<file path="config.mk">
export PLATFORM = sky130hd
export DESIGN_NAME = bew_fit_window
export DESIGN_NICKNAME = d
export VERILOG_FILES = /design/src/rtl/bew_pkg.sv /design/src/rtl/bew_fit_window.sv
export SDC_FILE = /design/constraint.sdc
export NUM_CORES = 1
export LEC_CHECK = 0
export BUFFER_PORTS_ARGS = -buffer_cell sky130_fd_sc_hd__buf_2
export CAP_MARGIN = 20
export CORE_MARGIN = 2
export CORE_UTILIZATION = 60
export CTS_CLUSTER_SIZE = 28
export DETAILED_ROUTE_END_ITERATION = 7
export MAX_ROUTING_LAYER = met4
export PLACE_DENSITY = 0.75
export SLEW_MARGIN = 20
export SYNTH_ARGS = -nofsm -noshare
export SYNTH_HDL_FRONTEND = slang
export SYNTH_SLANG_ARGS = --single-unit
</file>
<file path="constraint.sdc">
create_clock -name clk -period 2.1 [get_ports clk]
set_clock_uncertainty 0.1 [all_clocks]
set_input_delay 0.42 -clock clk [delete_from_list [all_inputs] [get_ports clk]]
set_output_delay 0.42 -clock clk [all_outputs]
set_load 0.02 [all_outputs]
</file>
<file path="src/rtl/bew_pkg.sv">
// Shared types, register codes, reset values and mask tables for the binary erosion fit window.
package bew_pkg;

    // Defaults for the size parameters of the top level.
    localparam int MAX_WIDTH_DEF  = 1024;
    localparam int MAX_HEIGHT_DEF = 1024;
    localparam int MAX_RADIUS_DEF = 5;

    // Fixed field widths.
    localparam int PIXEL_W    = 8;
    localparam int MASK_W     = 3;
    localparam int RAD_W      = 3;
    localparam int DIM_W      = 11;
    localparam int CFG_DATA_W = 11;
    localparam int CFG_IDX_W  = 2;

    // Configuration register indexes.
    localparam logic [CFG_IDX_W-1:0] REG_THRESHOLD = 2'd0;
    localparam logic [CFG_IDX_W-1:0] REG_MASK      = 2'd1;
    localparam logic [CFG_IDX_W-1:0] REG_WIDTH     = 2'd2;
    localparam logic [CFG_IDX_W-1:0] REG_HEIGHT    = 2'd3;

    // Reset values of the configuration registers.
    localparam logic [PIXEL_W-1:0] THRESHOLD_RESET = 8'd31;
    localparam logic [MASK_W-1:0]  MASK_RESET      = 3'd0;
    localparam logic [DIM_W-1:0]   DIM_RESET       = 11'd1024;

    // Structuring element codes.
    localparam logic [MASK_W-1:0] MASK_CROSS3   = 3'd0;
    localparam logic [MASK_W-1:0] MASK_CROSS5   = 3'd1;
    localparam logic [MASK_W-1:0] MASK_SQUARE3  = 3'd2;
    localparam logic [MASK_W-1:0] MASK_SQUARE5  = 3'd3;
    localparam logic [MASK_W-1:0] MASK_SQUARE7  = 3'd4;
    localparam logic [MASK_W-1:0] MASK_SQUARE9  = 3'd5;
    localparam logic [MASK_W-1:0] MASK_SQUARE11 = 3'd6;

    // One input request: a source pixel or a flush item.
    typedef struct packed {
        logic [PIXEL_W-1:0] pixel;
        logic               padding;
    } pix_req_t;

    // One result request.
    typedef struct packed {
        logic fit;
        logic last;
    } res_req_t;

    // Control from the sequencer to the window stage.
    typedef struct packed {
        logic shift;
        logic load;
        logic square;
    } fit_ctrl_t;

    // Radius of the structuring element; the unused code behaves as the largest square.
    function automatic logic [RAD_W-1:0] mask_radius(input logic [MASK_W-1:0] kind);
        logic [RAD_W-1:0] rad;
        case (kind)
            MASK_CROSS3:   rad = 3'd1;
            MASK_CROSS5:   rad = 3'd2;
            MASK_SQUARE3:  rad = 3'd1;
            MASK_SQUARE5:  rad = 3'd2;
            MASK_SQUARE7:  rad = 3'd3;
            MASK_SQUARE9:  rad = 3'd4;
            MASK_SQUARE11: rad = 3'd5;
            default:       rad = 3'd5;
        endcase
        return rad;
    endfunction

    function automatic logic mask_is_square(input logic [MASK_W-1:0] kind);
        return (kind != MASK_CROSS3) && (kind != MASK_CROSS5);
    endfunction

endpackage

</file>
<file path="src/rtl/bew_fit_window.sv">
// Square window of foreground bits and the fit test of the structuring element over it.
module bew_fit_window #(
    parameter int MAX_RADIUS = bew_pkg::MAX_RADIUS_DEF
) (
    input  logic                  clk,
    input  logic                  rst_n,
    input  bew_pkg::fit_ctrl_t    ctrl,
    input  logic [2*MAX_RADIUS:0] col_bits,
    input  logic [2*MAX_RADIUS:0] row_en,
    input  logic [2*MAX_RADIUS:0] col_en,
    output logic                  fit
);

    localparam int WIN = 2 * MAX_RADIUS + 1;

    // win_reg[j] is one image column; bit k holds the row k rows above the newest one.
    logic [WIN-1:0] win_reg [WIN];
    logic [WIN-1:0] row_en_reg;
    logic [WIN-1:0] col_en_reg;
    logic           square_reg;
    logic           fit_ok;

    always_ff @(posedge clk or negedge rst_n)
    begin
        if (!rst_n)
        begin
            for (int j = 0; j < WIN; j++)
            begin
                win_reg[j] <= '0;
            end
            row_en_reg <= '0;
            col_en_reg <= '0;
            square_reg <= 1'b0;
        end
        else
        begin
            if (ctrl.shift)
            begin
                for (int j = 0; j < WIN - 1; j++)
                begin
                    win_reg[j] <= win_reg[j+1];
                end
                win_reg[WIN-1] <= col_bits;
            end
            if (ctrl.load)
            begin
                row_en_reg <= row_en;
                col_en_reg <= col_en;
                square_reg <= ctrl.square;
            end
        end
    end

    // Every bit under the clipped element must be foreground.
    always_comb
    begin
        fit_ok = 1'b1;
        for (int ri = 0; ri < WIN; ri++)
        begin
            for (int j = 0; j < WIN; j++)
            begin
                if ((square_reg ? (row_en_reg[ri] && col_en_reg[j])
                                : ((row_en_reg[ri] && (j == MAX_RADIUS)) ||
                                   (col_en_reg[j] && (ri == MAX_RADIUS))))
                    && !win_reg[j][WIN-1-ri])
                begin
                    fit_ok = 1'b0;
                end
            end
        end
    end

    assign fit = fit_ok;

endmodule

</file>
# == Yosys cells after proc, flatten, opt, wreduce, memory -nomap -nowiden ==
# Index checks and enable logic that the tools add are counted.
# op_classes
mux,242
reduce_logical,364
# ops
op,count
$logic_and A1 B1 Y1,242
$mux W1,242
$logic_not A1 Y1,121
$logic_or A1 B1 Y1,1
# word_totals
register_bits,144
input_bits,38
out_inout_bits,1
elab_cells,620

# == Depth between registers and ports, before layout ==
# depth
word_depth,124
depth_mapped,7
ltp_nobuf,6

# == Least setup slack after synthesis ==
# No wires, ideal clock.
# synth_timing
kind,register to output
start,register col_en_reg[4]
end,output fit
arrival_time_ps,1594
t_required_ps,1580
slack_ps,-14
path_stages_with_launch,7
path_buffers,0
cell_sequence,dfrtp_1 > inv_2 > o22ai_1 > or3_1 > o31a_1 > o31ai_1 > and3_1
# synth_between
elab_chain_cells,120
elab_cells_between_ends,150
cone_classes,mux: 128; reduce/logical: 22
# synth_lines
item,line,text
start: declaration,bew_fit_window.sv:19,logic [WIN-1:0] col_en_reg;
start signal: assignment,bew_fit_window.sv:48,col_en_reg <= col_en;
$logic_and A1 B1 Y1,bew_fit_window.sv:62,if ((square_reg ? (row_en_reg[ri] && col_en_reg[j])
$mux W1,bew_fit_window.sv:62,
$logic_and A1 B1 Y1,bew_fit_window.sv:65,&& !win_reg[j][WIN-1-ri])
$mux W1 (110 in a row),bew_fit_window.sv:62,
$mux W1 (*) (7 in a row),bew_fit_window.sv:62,
end: declaration,bew_fit_window.sv:11,output logic fit
# Every way passes the cells marked *; elsewhere a longest branch is shown, timed or not.

# == Final worst setup path ==
# layout_timing
start,register col_en_reg[7]
end,output fit
# layout_between
elab_chain_cells,117
elab_cells_between_ends,147
cone_classes,mux: 125; reduce/logical: 22
# layout_lines
item,line
$logic_and A1 B1 Y1,bew_fit_window.sv:62
$mux W1,bew_fit_window.sv:62
$logic_and A1 B1 Y1,bew_fit_window.sv:65
$mux W1 (110 in a row),bew_fit_window.sv:62
$mux W1 (*) (4 in a row),bew_fit_window.sv:62
# Marked as above.

==> impl_metrics.yaml <==
drt:
  drt_iter0_drc: 338
  detail_route.wl_per_cell_um: 21.71
  firstDrtPassIters: 5
  postRouteAntennaNets: 0
  drc_errors: 0
  totalWireLength_mm: 16.24
  via_per_inst: 6.052
  via_count: 4527
power:
  p_per_area_mw_per_mm2: 1151
  internal_power_mw: 6.505
  power.share.switching_pct: 28.46
  pwr-share-comb_pct: 21.4
  sequentialPowerShare_pct: 47.4
  switchingPower_mw: 2.588
  vdd_drop_max_uv: 794.3
  clkPwrFrac_pct: 31.2
  leakage_nw: 3.531
flow_run:
  drv_cap: 0
layout:
  fillers: 573
  final_common_cell: "dfrtp_1"
  largest_reg_flops: 121
  final_cell_mix: "144 x dfrtp_1, 122 x mux2_2, 76 x buf_4"
  syn_to_final_growth_pct: 30.14
  drive_gt1_share_pct: 47.48
  final_util_pct: 80.80
  regArea_mm2: 0.003603
  nets: 642
  diodes: 0
  multi_input_area_mm2: 0.002335
worst_setup_path:
  cp_max_fo: 3
  critPathArrivalTime_ns: 2.36
  critPathCaptureType: "output pin"
  crit_path_start_kind: "flip-flop"
  worstSetupPathType: "flip-flop to output pin"
  critPathRequiredTime_ns: 1.58
logic_synthesis:
  syn_avg_cell_area_um2: 13.05
  synth.yosys.warnings: 0
  ys_types: 39
  synth_top_area_share_pct: 59.38
  ys_ff_latch: 144
  yosys.area.top_type: "dfrtp_1"
  synthCells: 465
  ys_seq_area_share_pct: 59.38
  synth-main-ff-cell: "dfrtp_1"
  netlist_area_mm2: 0.006068
  synth_edf_count: 0
  synth_area_leaders: "dfrtp_1 59%, mux2_2 23%, o22ai_1 5.6%, o21ai_0 2.1%, nand2_1 1.7%"
  syn_nets: 503
  async_flop_share_pct: 100.0
run_status:
  violations: "setup timing"
  outcome: "finished, violations left"
grt:
  grt_pass1_vias: 4748
  grt_pass1_wl_mm: 25.92
  antenna_found_initial: 0
  grt_max_degree: 60
  gr-total-overflow: 0
  grt_usage_pct: 32.85
floorplan:
  start_util_pct: 62.08
  rows: 36
  core_area_mm2: 0.009774
  die_h_um: 104.6
  ios: 39
  die_x_um: 104.6
  die-area_mm2: 0.01093
clock_tree:
  htree_levels: 4
  cts_buffers: 17
  clkSinkCount: 144
  clkLatencyLatePin_ns: 0.53
  clock_path_buffers: 2
  clkSlewWorstSetupHoldPaths_ns: 0.06
  cts_root_buffer: "clkbuf_8"
  cts_tree: "built"
timing:
  setup_violations: 1
  maxSlewHeadroom_pct: 67.35
  slew_viol_final: 0
  final.setup.worst_slack_ns: -0.7850
  max_freq_mhz: 346.6
  rsz0062_at_grt: "yes"
  finalCriticalPeriod_ns: 2.885
  hold_viol: 0
  fin_crit_sh_pct: 137.4
  tightestPinTransition_ns: 0.4836
place:
  post-place-ws_ns: -0.3232
  dp_hpwl_mm: 10.95
  io_buffers: 38
  globalplace.congestion: 0.9597
worst_hold_path:
  worst_hold_path_type: "input pin to flip-flop"
-- cells in the mapped netlist, drive strengths merged, types with 2 or more instances --
cell / count
a22oi: 2
buf: 11
clkbuf: 12
clkinv: 3
dfrtp: 144
inv: 20
mux2: 122
nand2: 27
nand2b: 2
nand3: 5
nand4: 2
nand4b: 2
nor2: 3
o2111ai: 2
o211ai: 6
o21ai: 26
o21bai: 2
o22ai: 54
o31a: 2
o31ai: 2
o41ai: 2
-- power groups by stage --
stage	logic, mW	registers (mW)	clock network, mW
2_1_floorplan	1.14	4.01	0
3_3_place_gp	1.75	4.26	0
3_5_place_dp	1.82	4.28	0
4_1_cts	1.91	4.27	2.88
5_1_grt	2.09	4.39	3.00
6_report	1.94	4.31	2.84
-- final cells by class --
type	count	share of cell area (%)
sequential	144	45.63
multi-input combinational	275	29.56
timing repair buffer	143	14.54
clock buffer	24	5.957
tap	133	2.107
inverter	23	1.157
clock inverter	6	1.046
-- logic make-up (layout without fill, tap and decap cells) --
group / after synthesis / after routing / synth area share (%)
mux: 122 / 122 / 22.64
compound gates: 106 / 106 / 11.26
simple gates: 47 / 47 / 3.608
buf+inv: 46 / 196 / 3.113
flops: 144 / 144 / 59.38
-- critical path: stages (launching register included) --
cell and delay (ns):
dfrtp_1 0.39, inv_2 0.12, o22ai_1 0.10, or3_1 0.41
o31a_1 0.28, o31ai_2 0.19, and3_4 0.23, buf_6 0.11
-- per-stage QoR --
| stage | hold WS, ns | power [mW] | area [µm²] | setup TNS [ns] | std cells |
|---|---|---|---|---|---|
| 6_report | 0.02253 | 9.093 | 7898 | -0.7850 | 748 |
| 5_1_grt | 0.004904 | 9.484 | 7898 | -0.8956 | 748 |
| 4_1_cts | 0.0007996 | 9.048 | 7864 | -0.7896 | 748 |
| 3_5_place_dp | 0.2918 | 6.101 | 7037 | -0.3232 | 695 |
| 3_3_place_gp | 0.2843 | 6.005 | 7037 | -0.3096 | 695 |
| 2_1_floorplan | 0.02441 | 5.147 | 6070 | 0 | 465 |
-- per-layer routing --
| layer | wire [µm] | global-route usage [%] | vias up |
|---|---|---|---|
| met3 | 986 | 6.862 | 44 |
| met5 | 0 | - | - |
| li1 | - | - | 1995 |
| met4 | 523 | 13.80 | 0 |
| met1 | 7131 | 44.65 | 2298 |
| met2 | 7596 | 48.65 | 190 |
-- worst paths after layout --
| kind | startpoint | endpoint | slack [ns] | depth (start not counted) |
|---|---|---|---|---|
| min reg2reg | win_reg[5]$_DFFE_PN0P_ | win_reg[16]$_DFFE_PN0P_ | 0.40 | 2 |
| min in group asynchronous | rst_n | win_reg[79]$_DFFE_PN0P_ | 0.30 | 2 |
| max reg2reg | square_reg$_DFFE_PN0P_ | square_reg$_DFFE_PN0P_ | 0.95 | 2 |
| min | col_bits[10] | win_reg[10]$_DFFE_PN0P_ | 0.02 | 2 |
| max in group asynchronous | rst_n | col_en_reg[0]$_DFFE_PN0P_ | 0.93 | 3 |
| max | col_en_reg[7]$_DFFE_PN0P_ | fit | -0.78 | 7 |
-- timing repair --
item                                    in CTS  in global routing
resized for setup                            7                  6
setup buffers                                1                  0
endpoints found under the setup margin       1                  1
endpoints found under the hold margin       68                  0
hold buffers                                22                  0
pin swaps                                    1                  2
Note: power is estimated with default switching activity, not from simulation.
